**config.mk**
```make
export PLATFORM = sky130hd
export DESIGN_NAME = vertical_counter_debounce_updown
export DESIGN_NICKNAME = d
export VERILOG_FILES = /design/src/design/vcdu_pkg.sv /design/src/design/vcdu_cfg_regs.sv /design/src/design/vcdu_debounce.sv /design/src/design/vcdu_adjust.sv /design/src/design/vertical_counter_debounce_updown.sv
export SDC_FILE = /design/constraint.sdc
export NUM_CORES = 1
export LEC_CHECK = 0
export BUFFER_PORTS_ARGS = -buffer_cell sky130_fd_sc_hd__buf_2
export CAP_MARGIN = 10
export CORE_ASPECT_RATIO = 1.4
export CORE_MARGIN = 2
export CORE_UTILIZATION = 56
export CTS_CLUSTER_SIZE = 40
export DETAILED_ROUTE_END_ITERATION = 8
export HOLD_SLACK_MARGIN = 0.1
export PLACE_DENSITY = 0.78
export SLEW_MARGIN = 20
export SYNTH_ARGS = -nofsm -noshare
export SYNTH_HDL_FRONTEND = slang
export SYNTH_HIERARCHICAL = 1
export SYNTH_SLANG_ARGS = --single-unit
```
**constraint.sdc**
```tcl
create_clock -name clk_i -period 6.9 [get_ports clk_i]
set_input_delay 0.69 -clock clk_i [delete_from_list [all_inputs] [get_ports clk_i]]
set_output_delay 0.69 -clock clk_i [all_outputs]
set_load 0.05 [all_outputs]
```
**src/design/vcdu_pkg.sv**
```systemverilog
`timescale 1ns / 1ps

package vcdu_pkg;

  localparam int unsigned KeyCountDefault = 16;
  localparam int unsigned KeysWidth       = 16;
  localparam int unsigned ValueWidth      = 16;
  localparam int unsigned HoldWidth       = 16;
  localparam int unsigned StepWidth       = 8;
  localparam int unsigned ButtonCount     = 2;
  localparam int unsigned CfgIndexWidth   = 3;
  localparam int unsigned CfgDataWidth    = 16;

  localparam logic [HoldWidth-1:0]         LongPressReset = 16'd100;
  localparam logic [StepWidth-1:0]         BigStepReset   = 8'd10;
  localparam logic [StepWidth-1:0]         SmallStepReset = 8'd1;
  localparam logic signed [ValueWidth-1:0] RedReset       = 16'sd5;
  localparam logic signed [ValueWidth-1:0] YellowReset    = 16'sd10;
  localparam logic signed [ValueWidth-1:0] GreenReset     = 16'sd25;

  localparam int unsigned BitUp   = 0;
  localparam int unsigned BitDown = 1;

  typedef enum logic [CfgIndexWidth-1:0] {
    CfgLongPress = 3'd0,
    CfgBigStep   = 3'd1,
    CfgSmallStep = 3'd2,
    CfgRed       = 3'd3,
    CfgYellow    = 3'd4,
    CfgGreen     = 3'd5
  } cfg_reg_e;

  typedef struct packed {
    logic [HoldWidth-1:0]         long_press_ticks;
    logic [StepWidth-1:0]         big_step;
    logic [StepWidth-1:0]         small_step;
    logic signed [ValueWidth-1:0] red_level;
    logic signed [ValueWidth-1:0] yellow_level;
    logic signed [ValueWidth-1:0] green_level;
  } cfg_t;

  typedef struct packed {
    logic                 up_raw;
    logic                 down_raw;
    logic [KeysWidth-1:0] keys_raw;
  } in_item_t;

  typedef struct packed {
    logic                         up_pressed;
    logic                         down_pressed;
    logic [KeysWidth-1:0]         keys_stable;
    logic signed [ValueWidth-1:0] count_value;
    logic                         led_red_on;
    logic                         led_yellow_on;
    logic                         led_green_on;
  } out_item_t;

endpackage

```
**src/design/vcdu_cfg_regs.sv**
```systemverilog
`timescale 1ns / 1ps

module vcdu_cfg_regs (
  input  logic                                 clk_i,
  input  logic                                 rst_ni,
  input  logic                                 cfg_valid_i,
  output logic                                 cfg_ready_o,
  input  logic [vcdu_pkg::CfgIndexWidth-1:0]   cfg_index_i,
  input  logic [vcdu_pkg::CfgDataWidth-1:0]    cfg_data_i,
  output vcdu_pkg::cfg_t                       cfg_o
);

  vcdu_pkg::cfg_t cfg_q, cfg_d;

  assign cfg_ready_o = 1'b1;
  assign cfg_o       = cfg_q;

  always_comb begin
    cfg_d = cfg_q;
    if (cfg_valid_i) begin
      case (cfg_index_i)
        vcdu_pkg::CfgLongPress: cfg_d.long_press_ticks = cfg_data_i;
        vcdu_pkg::CfgBigStep:   cfg_d.big_step = cfg_data_i[vcdu_pkg::StepWidth-1:0];
        vcdu_pkg::CfgSmallStep: cfg_d.small_step = cfg_data_i[vcdu_pkg::StepWidth-1:0];
        vcdu_pkg::CfgRed:       cfg_d.red_level = cfg_data_i;
        vcdu_pkg::CfgYellow:    cfg_d.yellow_level = cfg_data_i;
        vcdu_pkg::CfgGreen:     cfg_d.green_level = cfg_data_i;
        default: ;
      endcase
    end
  end

  always_ff @(posedge clk_i or negedge rst_ni) begin
    if (!rst_ni) begin
      cfg_q.long_press_ticks <= vcdu_pkg::LongPressReset;
      cfg_q.big_step         <= vcdu_pkg::BigStepReset;
      cfg_q.small_step       <= vcdu_pkg::SmallStepReset;
      cfg_q.red_level        <= vcdu_pkg::RedReset;
      cfg_q.yellow_level     <= vcdu_pkg::YellowReset;
      cfg_q.green_level      <= vcdu_pkg::GreenReset;
    end else begin
      cfg_q <= cfg_d;
    end
  end

endmodule

```
**src/design/vcdu_debounce.sv**
```systemverilog
`timescale 1ns / 1ps

module vcdu_debounce #(
  parameter int unsigned Width = 2
) (
  input  logic             clk_i,
  input  logic             rst_ni,
  input  logic             en_i,
  input  logic [Width-1:0] raw_i,
  output logic [Width-1:0] stable_o,
  output logic [Width-1:0] toggled_o
);

  logic [Width-1:0] stable_q, stable_d;
  logic [Width-1:0] cnt_lo_q, cnt_lo_d;
  logic [Width-1:0] cnt_hi_q, cnt_hi_d;
  logic [Width-1:0] diff;

  // two-bit vertical counter per lane, counts down while raw differs
  always_comb begin
    diff      = stable_q ^ raw_i;
    cnt_lo_d  = ~(cnt_lo_q & diff);
    cnt_hi_d  = cnt_lo_d ^ (cnt_hi_q & diff);
    toggled_o = diff & cnt_lo_d & cnt_hi_d;
    stable_d  = stable_q ^ toggled_o;
  end

  assign stable_o = stable_d;

  always_ff @(posedge clk_i or negedge rst_ni) begin
    if (!rst_ni) begin
      stable_q <= '0;
      cnt_lo_q <= '1;
      cnt_hi_q <= '1;
    end else if (en_i) begin
      stable_q <= stable_d;
      cnt_lo_q <= cnt_lo_d;
      cnt_hi_q <= cnt_hi_d;
    end
  end

endmodule

```
**src/design/vcdu_adjust.sv**
```systemverilog
`timescale 1ns / 1ps

module vcdu_adjust (
  input  logic                                     clk_i,
  input  logic                                     rst_ni,
  input  logic                                     en_i,
  input  logic [vcdu_pkg::ButtonCount-1:0]         btn_stable_i,
  input  logic [vcdu_pkg::ButtonCount-1:0]         btn_toggled_i,
  input  vcdu_pkg::cfg_t                           cfg_i,
  output logic signed [vcdu_pkg::ValueWidth-1:0]   value_o
);

  localparam int unsigned HW = vcdu_pkg::HoldWidth;
  localparam int unsigned VW = vcdu_pkg::ValueWidth;
  localparam int unsigned SW = vcdu_pkg::StepWidth;

  logic [HW-1:0]        up_hold_q, up_hold_d, up_hold_inc;
  logic [HW-1:0]        dn_hold_q, dn_hold_d, dn_hold_inc;
  logic signed [VW-1:0] value_q, value_d, value_up;
  logic                 up_rel, dn_rel;
  logic [SW-1:0]        up_step, dn_step;

  always_comb begin
    up_rel = btn_toggled_i[vcdu_pkg::BitUp] & ~btn_stable_i[vcdu_pkg::BitUp];
    dn_rel = btn_toggled_i[vcdu_pkg::BitDown] & ~btn_stable_i[vcdu_pkg::BitDown];

    // saturating hold counters
    up_hold_inc = up_hold_q;
    if (btn_stable_i[vcdu_pkg::BitUp] && (up_hold_q != '1)) begin
      up_hold_inc = up_hold_q + 1'b1;
    end
    dn_hold_inc = dn_hold_q;
    if (btn_stable_i[vcdu_pkg::BitDown] && (dn_hold_q != '1)) begin
      dn_hold_inc = dn_hold_q + 1'b1;
    end

    up_step = (up_hold_inc >= cfg_i.long_press_ticks) ? cfg_i.big_step : cfg_i.small_step;
    dn_step = (dn_hold_inc >= cfg_i.long_press_ticks) ? cfg_i.big_step : cfg_i.small_step;

    up_hold_d = up_rel ? '0 : up_hold_inc;
    dn_hold_d = dn_rel ? '0 : dn_hold_inc;

    // up applies before down, value wraps
    value_up = up_rel ? (value_q + VW'({{(VW-SW){1'b0}}, up_step})) : value_q;
    value_d  = dn_rel ? (value_up - VW'({{(VW-SW){1'b0}}, dn_step})) : value_up;
  end

  assign value_o = value_d;

  always_ff @(posedge clk_i or negedge rst_ni) begin
    if (!rst_ni) begin
      up_hold_q <= '0;
      dn_hold_q <= '0;
      value_q   <= '0;
    end else if (en_i) begin
      up_hold_q <= up_hold_d;
      dn_hold_q <= dn_hold_d;
      value_q   <= value_d;
    end
  end

endmodule

```
**src/design/vertical_counter_debounce_updown.sv**
```systemverilog
`timescale 1ns / 1ps
// datapath: an accepted item passes from the input register through the
// update logic into the result register
// throughput: one item per cycle, held back only by out_stall_i
// reset: debounced states, hold counters and value clear, counters go to
// all ones, registers take their power-on values, no item is held

module vertical_counter_debounce_updown #(
  parameter int unsigned KEY_COUNT = vcdu_pkg::KeyCountDefault
) (
  input  logic                                 clk_i,
  input  logic                                 rst_ni,
  input  logic                                 in_valid_i,
  output logic                                 in_stall_o,
  input  vcdu_pkg::in_item_t                   in_item_i,
  output logic                                 out_valid_o,
  input  logic                                 out_stall_i,
  output vcdu_pkg::out_item_t                  out_item_o,
  input  logic                                 cfg_valid_i,
  output logic                                 cfg_ready_o,
  input  logic [vcdu_pkg::CfgIndexWidth-1:0]   cfg_index_i,
  input  logic [vcdu_pkg::CfgDataWidth-1:0]    cfg_data_i
);

  localparam int unsigned KW = vcdu_pkg::KeysWidth;

  vcdu_pkg::cfg_t      cfg;
  vcdu_pkg::in_item_t  in_item_q;
  vcdu_pkg::out_item_t out_item_q, out_item_d;
  logic                in_valid_q, out_valid_q;
  logic                out_free, fire, in_load;

  logic [vcdu_pkg::ButtonCount-1:0]       btn_raw, btn_stable, btn_toggled;
  logic [KEY_COUNT-1:0]                   keys_raw, keys_stable, keys_toggled;
  logic [KW-1:0]                          keys_out;
  logic signed [vcdu_pkg::ValueWidth-1:0] value;

  assign out_free   = !out_valid_q || !out_stall_i;
  assign fire       = in_valid_q && out_free;
  assign in_load    = !in_valid_q || fire;
  assign in_stall_o = in_valid_q && !out_free;

  vcdu_cfg_regs u_cfg (
    .clk_i       (clk_i),
    .rst_ni      (rst_ni),
    .cfg_valid_i (cfg_valid_i),
    .cfg_ready_o (cfg_ready_o),
    .cfg_index_i (cfg_index_i),
    .cfg_data_i  (cfg_data_i),
    .cfg_o       (cfg)
  );

  assign btn_raw = {in_item_q.down_raw, in_item_q.up_raw};

  generate
    if (KEY_COUNT >= KW) begin : g_keys_wide
      assign keys_raw = {{(KEY_COUNT-KW){1'b0}}, in_item_q.keys_raw};
      assign keys_out = keys_stable[KW-1:0];
    end else begin : g_keys_narrow
      assign keys_raw = in_item_q.keys_raw[KEY_COUNT-1:0];
      assign keys_out = {{(KW-KEY_COUNT){1'b0}}, keys_stable};
    end
  endgenerate

  vcdu_debounce #(
    .Width (vcdu_pkg::ButtonCount)
  ) u_btn_db (
    .clk_i     (clk_i),
    .rst_ni    (rst_ni),
    .en_i      (fire),
    .raw_i     (btn_raw),
    .stable_o  (btn_stable),
    .toggled_o (btn_toggled)
  );

  vcdu_debounce #(
    .Width (KEY_COUNT)
  ) u_key_db (
    .clk_i     (clk_i),
    .rst_ni    (rst_ni),
    .en_i      (fire),
    .raw_i     (keys_raw),
    .stable_o  (keys_stable),
    .toggled_o (keys_toggled)
  );

  vcdu_adjust u_adjust (
    .clk_i         (clk_i),
    .rst_ni        (rst_ni),
    .en_i          (fire),
    .btn_stable_i  (btn_stable),
    .btn_toggled_i (btn_toggled),
    .cfg_i         (cfg),
    .value_o       (value)
  );

  always_comb begin
    out_item_d.up_pressed    = btn_stable[vcdu_pkg::BitUp];
    out_item_d.down_pressed  = btn_stable[vcdu_pkg::BitDown];
    out_item_d.keys_stable   = keys_out;
    out_item_d.count_value   = value;
    out_item_d.led_red_on    = (value >= cfg.red_level);
    out_item_d.led_yellow_on = (value >= cfg.yellow_level);
    out_item_d.led_green_on  = (value >= cfg.green_level);
  end

  always_ff @(posedge clk_i or negedge rst_ni) begin
    if (!rst_ni) begin
      in_valid_q  <= 1'b0;
      out_valid_q <= 1'b0;
    end else begin
      if (in_load) begin
        in_valid_q <= in_valid_i;
      end
      if (out_free) begin
        out_valid_q <= fire;
      end
    end
  end

  always_ff @(posedge clk_i) begin
    if (in_load && in_valid_i) begin
      in_item_q <= in_item_i;
    end
    if (fire) begin
      out_item_q <= out_item_d;
    end
  end

  assign out_valid_o = out_valid_q;
  assign out_item_o  = out_item_q;

endmodule
```
==> metrics <==
share of layout cells above drive strength 1=38.8%; Max clock buf depth=3; Overflow after GRT=0; setup violators final=3; Pwr Density=385 nW/um2; RSZ-0062 raised after global routing=true; Setup WS pre-CTS=-0.806 ns; Synth Area per Inst=10.8 um2; worst vdd ir=0.000332 V; number of diodes=0; critical path's slowest cell=a2111oi_0; worst hold slack=0.305 ns; critical-path maximum fanout=5; Ports=82; DR vias/cell=5.84; Layout Skew=0.0370 ns; largest net degree at the start of global routing=167; Yosys warnings=6; cell count after placement=1785; fin worst setup slack=-0.649 ns; vias in the first global route=11200; Setup crit end kind=flop; DR iter-0 viols=571; multi-input logic area=7820 um2; total negative slack=-1.73 ns; Finished Core Util=70.6%; placed inst area=15800 um2; DR pass1 iterations=5; CTS tree=done; R2R depth=34; CP required=7.21 ns; Max H-tree Level=1; status=complete, but fails checks; Sink Count=239; crit start category=flop; die width=138 um; Die Y-Extent=191 um; hpwl dp=23700 um; Placer Congestion=0.915; die area=26300 um2; design area=17400 um2; initial antenna violation count=0; Worst-Margin Slew=1.07 ns; vias=10800; final std cells w/o fill=1858; Max Clk Rate=132 MHz; Hold Path Stages=1; CP max stage delay=0.62 ns; CORE AREA=24600 um2; Final Max Tran Viols=0; Hold WC Path Type=in2reg; Root Driver=clkbuf_16; # fillers=1690; WP data arrival=7.86 ns; Tcrit/Tclk final=109%; post-synthesis cell area=14000 um2; final wirelength=35200 um; Power, Total=6.69 mW; P&R area growth vs syn=24.2%; num rows=68; Final Hold Fails=0; FF/Latch Area=6320 um2; Final ANT Viol Nets=0; synthesized instance count=1294; Routed WL per cell=18.9 um; Leakage=7.85 nW; Post-route DRC=0; crit path time final=7.55 ns; Worst Path Class, Setup=reg2reg; latest clock arrival within the worst-skew pair=0.56 ns; clock slew at reported path FFs=0.06 ns; PortBufs=80; failing checks=setup timing; Slew headroom=28.5%; global-route wire length before repair=55400 um; Syn Nets=1438; Total GRT Usage=26.6%; max_cap viols=0; nets=1667; CTS Buf Count=26; starting density of the core=56.9%
where the power goes:
group	total [mW]	internal [mW]	leakage (nW)	switching (mW)
registers	2.26	1.94	2.74	0.314
logic	3.00	1.43	4.69	1.56
clock network	1.44	0.844	0.423	0.593
flip-flops by register name, indices dropped and copies added, names as in the netlist:
signal and flops:
btn_raw 2, in_valid_q 1, keys_raw 16, out_item_o 37, out_valid_o 1, u_adjust/dn_hold_q 16
u_adjust/up_hold_q 16, u_adjust/value_q 16, u_btn_db/cnt_hi_q 2, u_btn_db/cnt_lo_q 2, u_btn_db/stable_q 2, u_cfg/cfg_o 80
u_key_db/cnt_hi_q 16, u_key_db/cnt_lo_q 16, u_key_db/stable_q 16
timing repair:
item | in CTS | in global routing
hold buffers | 1 | 0
hold endpoints to repair | 33 | 0
setup buffers | 17 | 8
pin swaps | 40 | 50
resized for setup | 62 | 37
setup endpoints to repair | 3 | 3
critical path, delay by kind of cell (launching register included):
kind / cells / cell delay (ns)
buf+inv: 4 / 0.50
mux: 4 / 1.06
simple gates: 9 / 1.15
fa+ha+maj: 4 / 1.22
xor+xnor: 2 / 0.38
flops: 1 / 0.56
compound gates: 11 / 2.46
routing by layer:
| metal | GRT usage (%) | up-vias | routed length [um] |
|---|---|---|---|
| met5 | 0 | - | 0 |
| met4 | 11.5 | 0 | 1660 |
| met3 | 3.39 | 105 | 1600 |
| met2 | 48.4 | 322 | 18100 |
| met1 | 31.0 | 5350 | 13800 |
| li1 | - | 5071 | - |
layout by cell type (no fill, tap or decap), drive strengths merged, types with 23 or more instances in the layout:
cell type,n
buf,245
mux2,160
dfrtp,135
nand2,125
nor2,121
ha,100
inv,73
edfxtp,55
a21oi,51
xnor2,50
dfstp,49
o21ai,44
clkbuf,34
nand3,28
nand4,23
path summary, 6_finish.rpt:
kind / from / end / slack [ns]
worst max-delay path: u_btn_db/cnt_hi_q[0] / out_item_o[0] / -0.65
worst min-delay path: in_item_i[10] / keys_raw[10] / 0.31
worst max register to register: u_btn_db/cnt_hi_q[0] / out_item_o[0] / -0.65
worst min register to register: in_valid_q / out_valid_o / 0.50
max in group asynchronous: rst_ni / u_adjust/dn_hold_q[8] / 4.98
min in group asynchronous: rst_ni / u_key_db/stable_q[10] / 0.63
final cells by class:
| class | instances | area share (%) |
|---|---|---|
| inverters | 73 | 1.58 |
| well taps | 315 | 2.27 |
| multi-input cells | 937 | 45.0 |
| clock inverters | 14 | 1.02 |
| flip-flops and latches | 239 | 36.4 |
| clock buffers | 34 | 4.09 |
| repair buffers | 246 | 9.69 |
(Power assumes the default switching activity.)
